===== src/rtl/core/sme_pkg.sv =====
// Shared types and constants of the stack machine executor.
package sme_pkg;

    typedef logic [31:0] word_t;
    typedef logic [6:0]  cmd_code_t;
    typedef logic [2:0]  status_t;

    localparam cmd_code_t OP_PUSH  = 7'd1;
    localparam cmd_code_t OP_ADD   = 7'd2;
    localparam cmd_code_t OP_SUB   = 7'd3;
    localparam cmd_code_t OP_MUL   = 7'd4;
    localparam cmd_code_t OP_DIV   = 7'd5;
    localparam cmd_code_t OP_PEEK  = 7'd6;
    localparam cmd_code_t OP_HALT  = 7'd7;

    localparam status_t ST_OK        = 3'd0;
    localparam status_t ST_HALTED    = 3'd1;
    localparam status_t ST_OVERFLOW  = 3'd2;
    localparam status_t ST_UNDERFLOW = 3'd3;
    localparam status_t ST_DIVZERO   = 3'd4;
    localparam status_t ST_UNKNOWN   = 3'd5;

    typedef enum logic [1:0] {
        EXE_IDLE,
        EXE_READ,
        EXE_DIV
    } exe_state_t;

    typedef struct packed {
        logic  start;
        word_t dividend;
        word_t divisor;
    } sme_div_req_t;

    typedef struct packed {
        logic  done;
        word_t quotient;
    } sme_div_rsp_t;

endpackage


===== src/rtl/core/sme_div.sv =====
// Iterative signed divider that truncates toward zero, one quotient bit per cycle.
module sme_div (
    input  logic               clk,
    input  logic               rst_n,
    input  sme_pkg::sme_div_req_t req,
    output sme_pkg::sme_div_rsp_t rsp
);
    import sme_pkg::*;

    logic        busy_reg, busy_next;
    logic        done_reg, done_next;
    logic [4:0]  cnt_reg, cnt_next;
    word_t       rem_reg, rem_next;
    word_t       quo_reg, quo_next;
    word_t       den_reg, den_next;
    logic        neg_reg, neg_next;
    logic [32:0] shifted;
    logic [32:0] diff;

    always_comb
    begin
        busy_next = busy_reg;
        done_next = 1'b0;
        cnt_next  = cnt_reg;
        rem_next  = rem_reg;
        quo_next  = quo_reg;
        den_next  = den_reg;
        neg_next  = neg_reg;
        shifted   = {rem_reg, quo_reg[31]};
        diff      = shifted - {1'b0, den_reg};
        if (req.start)
        begin
            busy_next = 1'b1;
            cnt_next  = '0;
            rem_next  = '0;
            quo_next  = req.dividend[31] ? (~req.dividend + 32'd1) : req.dividend;
            den_next  = req.divisor[31] ? (~req.divisor + 32'd1) : req.divisor;
            neg_next  = req.dividend[31] ^ req.divisor[31];
        end
        else if (busy_reg)
        begin
            rem_next = diff[32] ? shifted[31:0] : diff[31:0];
            quo_next = {quo_reg[30:0], ~diff[32]};
            cnt_next = cnt_reg + 5'd1;
            if (cnt_reg == 5'd31)
            begin
                busy_next = 1'b0;
                done_next = 1'b1;
            end
        end
    end

    always_ff @(posedge clk or negedge rst_n)
    begin
        if (!rst_n)
        begin
            busy_reg <= 1'b0;
            done_reg <= 1'b0;
            cnt_reg  <= '0;
        end
        else
        begin
            busy_reg <= busy_next;
            done_reg <= done_next;
            cnt_reg  <= cnt_next;
        end
    end

    always_ff @(posedge clk)
    begin
        rem_reg <= rem_next;
        quo_reg <= quo_next;
        den_reg <= den_next;
        neg_reg <= neg_next;
    end

    assign rsp.done     = done_reg;
    assign rsp.quotient = neg_reg ? (~quo_reg + 32'd1) : quo_reg;

endmodule


===== config.mk =====
export PLATFORM = sky130hd
export DESIGN_NAME = sme_div
export DESIGN_NICKNAME = d
export VERILOG_FILES = /design/src/rtl/core/sme_pkg.sv /design/src/rtl/core/sme_div.sv
export SDC_FILE = /design/constraint.sdc
export NUM_CORES = 1
export LEC_CHECK = 0
export BUFFER_PORTS_ARGS = -buffer_cell sky130_fd_sc_hd__buf_2
export CAP_MARGIN = 20
export CELL_PAD_IN_SITES_DETAIL_PLACEMENT = 1
export CELL_PAD_IN_SITES_GLOBAL_PLACEMENT = 2
export CORE_MARGIN = 8
export CORE_UTILIZATION = 35
export DETAILED_ROUTE_END_ITERATION = 8
export PLACE_DENSITY_LB_ADDON = 0.1
export SYNTH_ARGS = -nofsm -noshare
export SYNTH_HDL_FRONTEND = slang
export SYNTH_SLANG_ARGS = --single-unit
export TNS_END_PERCENT = 5

===== constraint.sdc =====
create_clock -name clk -period 6.55 [get_ports clk]
set_input_delay 1.6375 -clock clk [delete_from_list [all_inputs] [get_ports clk]]
set_output_delay 1.6375 -clock clk [all_outputs]
set_load 0.02 [all_outputs]

==> results of run 1 <==
==> cell families (layout without fill, tap and decap cells) <==
logic type                 Yosys count  after routing  synth area share (%)
and+or+nand+nor                    290            290                 18.01
AOI/OAI and AO/OA                  231            231                 19.60
xor gates and xnor gates           119            119                 13.52
DFF                                104            104                 35.89
buffers and inverters               98            176                 4.868
adders and majority gates           38             38                 6.263
muxes                               14             14                 1.850
other                                0              1                     0
==> metrics by stage <==
step	cell area (sq um)	hold WS (ps)	total power, uW
5_1_grt	8750	512.4	3161
3_3_place_gp	8454	476.2	2385
6_report	8752	491.5	2926
2_1_floorplan	7711	452.6	1982
3_5_place_dp	8454	485.6	2389
4_1_cts	8750	495.7	2960
==> worst max-delay path by stage <==
stage / start / endpoint / slack [ps] / cells past startpoint
finish: quo_reg[10]$_DFFE_PP_ / rsp[31] / 890 / 9
global route: quo_reg[10]$_DFFE_PP_ / rsp[27] / 730 / 9
CTS: quo_reg[10]$_DFFE_PP_ / rsp[31] / 870 / 9
detailed placement: quo_reg[9]$_DFFE_PP_ / rsp[31] / 1270 / 9
global placement: quo_reg[10]$_DFFE_PP_ / rsp[31] / 1290 / 9
floorplan: quo_reg[10]$_DFFE_PP_ / rsp[31] / 1430 / 8
==> final cells by class <==
cell class                 count  area share [%]
antenna                        1         0.02859
multi-input combinational    692           52.37
tap                          280           4.003
clock buffer                   9           2.573
sequential                   104           31.62
clock inverter                 7          0.8006
inverter                      54           2.316
timing repair buffer         106           6.290
==> placed cells by master (no fill, tap or decap), types with 7 or more instances in the layout <==
master,n
a21o_1,9
a21oi_1,62
a311oi_1,15
buf_2,98
buf_4,8
clkbuf_16,9
dfrtp_1,7
dfxtp_1,32
edfxtp_1,65
ha_1,37
inv_1,54
mux2i_1,12
nand2_1,101
nand2b_1,8
nand3_1,20
nor2_1,77
nor3_1,15
nor4_1,10
o21ai_0,63
o31ai_1,22
o41ai_1,12
or3_1,13
or4_1,12
xnor2_1,76
xor2_1,41
==> routing by layer <==
metal / up-vias / wire [um] / global-route usage, %
met4: 0 / 221 / 4.300
met2: 119 / 8485 / 23.70
met1: 2957 / 11020 / 22.81
met3: 11 / 852 / 1.994
met5: - / 0 / 0
li1: 3382 / - / -
==> critical path: cells and delay by family, from the launching register on <==
family / cells / cell delay (ps)
xor+xnor: 1 / 140
simple gates: 6 / 2700
buf+inv: 1 / 180
flops: 1 / 430
compound gates: 1 / 230
==> report_power, final <==
group / internal, uW / switching, uW
logic: 560 / 835
registers: 841 / 137
clock network: 297 / 257
total: 1700 / 1230
==> flow_metrics.env, run 1 <==
export IMPL_final_cells=1253
export IMPL_syn_to_final_growth_pct=13.50
export IMPL_yosys_top_cells_area="edfxtp_1 25%, xnor2_1 8.9%, dfxtp_1 8.3%"
export IMPL_cts_path_max_buffers=2
export IMPL_yosysTopAreaCell="edfxtp_1"
export IMPL_finalHoldViolCount=0
export IMPL_grt_first_pass_wirelength_mm=34.54
export IMPL_whs_path_depth=2
export IMPL_drtIter0Drc=343
export IMPL_post_cts_setup_buffer_count=0
export IMPL_netlist_top_cells_count="101 x nand2_1, 78 x xnor2_1, 77 x nor2_1"
export IMPL_synth_edf_count=65
export IMPL_ir_drop_v=0.0001515
export IMPL_post_cts_resized=0
export IMPL_max_slew_margin_pct=32.17
export IMPL_synth_nets=999
export IMPL_multi_input_area_sq_mm=0.004583
export IMPL_overflow=0
export IMPL_worstHoldStart="rem_reg[28]$_SDFFE_PP0P_"
export IMPL_place_congestion=0.8355
export IMPL_period_share_pct=86.47
export IMPL_vias_per_cell=5.163
export IMPL_coreArea_sq_mm=0.02176
export IMPL_synth_most_common_cell="nand2_1"
export IMPL_nets=1072
export IMPL_yosysWarnings=0
export IMPL_ys_types=65
export IMPL_setup_viol=0
export IMPL_vias=6469
export IMPL_drv_cap=0
export IMPL_seq_area_sq_mm=0.002768
export IMPL_worst_pin_slew_ps=1017
export IMPL_max_stage_delay_ps=570
export IMPL_run_status="finished, final reports clean"
export IMPL_routedWlPerCell_um=16.42
export IMPL_reg2reg_to="rem_reg[4]$_SDFFE_PP0P_"
export IMPL_p_per_area_mw_per_mm2=334.3
export IMPL_synthArstFlopShare_pct=6.731
export IMPL_syn_inst=894
export IMPL_syn_area_sq_mm=0.007711
export IMPL_drv_slew=0
export IMPL_start_util_pct=35.44
export IMPL_cp_max_fo=5
export IMPL_ios=100
export IMPL_critical_path_class="reg2out"
export IMPL_ys_seq_elements=104
export IMPL_h_tree_depth=3
export IMPL_end_kind="output port"
export IMPL_fmax_mhz=176.6
export IMPL_hold_end="rem_reg[28]$_SDFFE_PP0P_"
export IMPL_grt_max_degree=67
export IMPL_ant_nets=0
export IMPL_wl_mm=20.58
export IMPL_dp_cells=1236
export IMPL_chipWidth_um=164.4
export IMPL_rsz0062_at_grt="false"
export IMPL_finalSetupTns_ps=0
export IMPL_rows=54
export IMPL_ys_seq_area_share_pct=35.89
export IMPL_start_kind="flop"
export IMPL_crit_top_cell="or4_4"
export IMPL_drt_drc_violations_left=0
export IMPL_avgSynthCellArea_sq_um=8.625
export IMPL_path_clk_slew_ps=70
export IMPL_grt_pass1_vias=6724
export IMPL_drt_pass1_iter_count=5
export IMPL_setup_slack_ps=885.9
export IMPL_synth_top_area_share_pct=25.31
export IMPL_fp_dieH_um=164.4
export IMPL_leakagePower_uw=0.003501
export IMPL_clock_latency_ps=360
export IMPL_cts_hold_buf=0
export IMPL_critical_path_slowest_cell="or4_4"
export IMPL_skew_ps=9.795
export IMPL_crit_arrival_ps=4030
export IMPL_clock_root_buffer="clkbuf_16"
export IMPL_cts_sinks=104
export IMPL_reg2reg_from="quo_reg[31]$_DFFE_PP_"
export IMPL_synth_main_ff_cell="edfxtp_1"
export IMPL_r2r_slack_ps=2860
export IMPL_dp_final_hpwl_mm=16.09
export IMPL_port_buffers=99
export IMPL_numCtsBuffers=9
export IMPL_antenna_found_initial=0
export IMPL_min_period_ps=5664
export IMPL_fill_cells=2628
export IMPL_hp_class="reg2reg"
export IMPL_crit_required_ps=4910
export IMPL_final_layout_size_suffix_gt1_share_pct=13.99
export IMPL_rr_worst_depth=13
export IMPL_final_util_pct=40.23
export IMPL_grt_usage_pct=15.62
export IMPL_post_place_ws_ps=1267
export IMPL_die_area_sq_mm=0.02704
export IMPL_worstPathCellList="or4_4 -> or4_1 -> or2_4 -> or4_4 -> or4_1 -> or4_4 -> o41ai_4 -> xnor2_1 -> buf_2"
export IMPL_cts_tree="built"
(Power assumes the default switching activity.)
==> run 2, diff against run 1 <==
--- a/config.mk
+++ b/config.mk
@@ -14,2 +14,3 @@
 export DETAILED_ROUTE_END_ITERATION = 8
+export GPL_ROUTABILITY_DRIVEN = 0
 export PLACE_DENSITY_LB_ADDON = 0.1
==> constraint.sdc (replaced) <==
create_clock -name clk -period 6.55 [get_ports clk]
set_input_delay 1.31 -clock clk [delete_from_list [all_inputs] [get_ports clk]]
set_output_delay 1.31 -clock clk [all_outputs]
set_load 0.02 [all_outputs]
==> run 2 against run 1 <==
  * Sequential share of layout area hardly changed
  * Final area about the same
  * Die area unchanged
  * Count of clock-buffer cells in the layout up 2
  * Hold slack got worse by 5.3 ps
  * Global-route usage about the same
  * Combinational power hardly changed
  * Flip-flop and latch count unchanged
==> flow_metrics.env, run 2 (synthesized netlist as in run 1, its figures left out) <==
export IMPL_final_common_cell="nand2_1"
export IMPL_rr_worst_depth=13
export IMPL_start_util_pct=35.44
export IMPL_grt_first_pass_wirelength_mm=34.37
export IMPL_grt_max_degree=67
export IMPL_critical_path_slowest_cell="or4_4"
export IMPL_overflow=0
export IMPL_period_share_pct=81.44
export IMPL_run_status="finished, final reports clean"
export IMPL_vias_per_cell=5.191
export IMPL_crit_required_ps=5240
export IMPL_diodes=0
export IMPL_ir_drop_v=0.0001981
export IMPL_worstSetupPathDepth=9
export IMPL_leakagePower_uw=0.003499
export IMPL_cts_hold_buf=0
export IMPL_p_comb_share_pct=47.7
export IMPL_ant_nets=0
export IMPL_setup_viol=0
export IMPL_mostFrequentLayoutCells="101 x nand2_1, 98 x buf_2, 77 x nor2_1"
export IMPL_fill_cells=2637
export IMPL_finalHoldViolCount=0
export IMPL_routedWlPerCell_um=16.51
export IMPL_rows=54
export IMPL_dp_final_hpwl_mm=16.14
export IMPL_clock_latency_ps=360
export IMPL_syn_to_final_growth_pct=13.40
export IMPL_vias=6499
export IMPL_min_period_ps=5334
export IMPL_cts_path_max_buffers=2
export IMPL_start_kind="flop"
export IMPL_cts_sinks=104
export IMPL_fp_dieH_um=164.4
export IMPL_ios=100
export IMPL_seq_area_sq_mm=0.002768
export IMPL_drt_drc_violations_left=0
export IMPL_crit_end="rsp[31]"
export IMPL_drtIter0Drc=313
export IMPL_crit_top_cell="or4_4"
export IMPL_finalSetupTns_ps=0
export IMPL_p_seq_share_pct=33.6
export IMPL_reg2reg_to="rem_reg[10]$_SDFFE_PP0P_"
export IMPL_cts_tree="built"
export IMPL_multi_input_area_sq_mm=0.004583
export IMPL_post_cts_setup_buffer_count=0
export IMPL_post_cts_resized=0
export IMPL_grt_pass1_vias=6677
export IMPL_worst_pin_slew_ps=1035
export IMPL_die_area_sq_mm=0.02704
export IMPL_hp_class="reg2reg"
export IMPL_drv_slew=0
export IMPL_dp_cells=1236
export IMPL_crit_family="simple AND/OR/NAND/NOR gates"
export IMPL_p_per_area_mw_per_mm2=333.5
export IMPL_port_buffers=99
export IMPL_p_sw_share_pct=41.76
export IMPL_p_clk_share_pct=18.7
export IMPL_final_layout_size_suffix_gt1_share_pct=13.79
export IMPL_drt_pass1_iter_count=4
export IMPL_nets=1072
export IMPL_cellInternalPower_uw=1698
export IMPL_skew_ps=12.64
export IMPL_switching_power_uw=1218
export IMPL_rsz0062_at_grt="false"
export IMPL_cp_max_fo=5
export IMPL_chipWidth_um=164.4
export IMPL_grt_usage_pct=15.60
export IMPL_final_cells=1252
export IMPL_max_stage_delay_ps=560
export IMPL_r2r_slack_ps=2850
export IMPL_h_tree_depth=3
export IMPL_reg2reg_from="quo_reg[31]$_DFFE_PP_"
export IMPL_drv_cap=0
export IMPL_path_clk_slew_ps=80
export IMPL_crit_arrival_ps=4020
export IMPL_coreArea_sq_mm=0.02176
export IMPL_wl_mm=20.67
export IMPL_max_slew_margin_pct=30.99
export IMPL_timing_critical_path_buf_inv=1
export IMPL_worstPathCellList="or4_4 -> or4_1 -> or2_4 -> or4_4 -> or4_1 -> or4_4 -> o41ai_4 -> xnor2_1 -> buf_2"
export IMPL_numCtsBuffers=9
export IMPL_antenna_found_initial=0
export IMPL_crit_path_start="quo_reg[9]$_DFFE_PP_"
export IMPL_fmax_mhz=187.5
export IMPL_clock_root_buffer="clkbuf_16"
export IMPL_critical_path_class="reg2out"
export IMPL_end_kind="output port"
[run 2: cell count changes in the layout (fill, tap and decap cells not counted)]
cell / change
clkbuf_1: +2
clkinv_2: -1
clkinv_4: +1
clkinvlp_4: -1
diode_2: -1
inv_6: -1
[run 2: cell type report]
class                           instances  share of cell area, %
Inverter                               54                  2.318
Timing Repair Buffer                  106                  6.296
Clock inverter                          5                 0.6582
Tap cell                              280                  4.006
Multi-Input combinational cell        692                  52.41
Clock buffer                           11                  2.661
Sequential cell                       104                  31.65
[run 2: per-stage QoR]
stage	area [sq um]	hold WS (ps)	utilization [%]	worst slack (ps)	power [uW]
CTS	8745	493.2	40.19	1187	2950
floorplan	7711	452.6	-	1756	1982
detailed placement	8454	483.8	38.86	1599	2390
global placement	8454	475.8	38.86	1613	2385
global route	8745	511.7	40.19	1039	3151
finish	8745	486.2	40.19	1216	2916
[run 2: tightest hold or removal path, stage by stage, from the launching register on]
cell and delay [ps]:
dfxtp_1 330, nand2_1 60, nand3_1 50
[run 2: metal layers]
layer	up-vias	track usage, %	part of all wire, %
met2	123	23.85	41
met4	0	4.545	1.2
met5	-	0	0
met3	13	1.919	4.6
li1	3390	-	-
met1	2973	22.62	53
[run 2: worst min-delay path by stage]
stage                     slack [ps]                      from  cells past startpoint                       end
after floorplan                  450  rem_reg[13]$_SDFFE_PP0P_                      2  rem_reg[13]$_SDFFE_PP0P_
after global placement           480  rem_reg[28]$_SDFFE_PP0P_                      2  rem_reg[28]$_SDFFE_PP0P_
after detailed placement         480  rem_reg[28]$_SDFFE_PP0P_                      2  rem_reg[28]$_SDFFE_PP0P_
after CTS                        490  rem_reg[28]$_SDFFE_PP0P_                      2  rem_reg[28]$_SDFFE_PP0P_
after global routing             510  rem_reg[19]$_SDFFE_PP0P_                      2  rem_reg[19]$_SDFFE_PP0P_
final                            490  rem_reg[28]$_SDFFE_PP0P_                      2  rem_reg[28]$_SDFFE_PP0P_
[run 2: power by group through the flow]
stage,clock (uW),combinational (uW),sequential [uW]
floorplan,0,1050,936
global placement,0,1390,990
detailed placement,0,1400,993
CTS,568,1400,979
global route,587,1560,1000
finish,547,1390,979
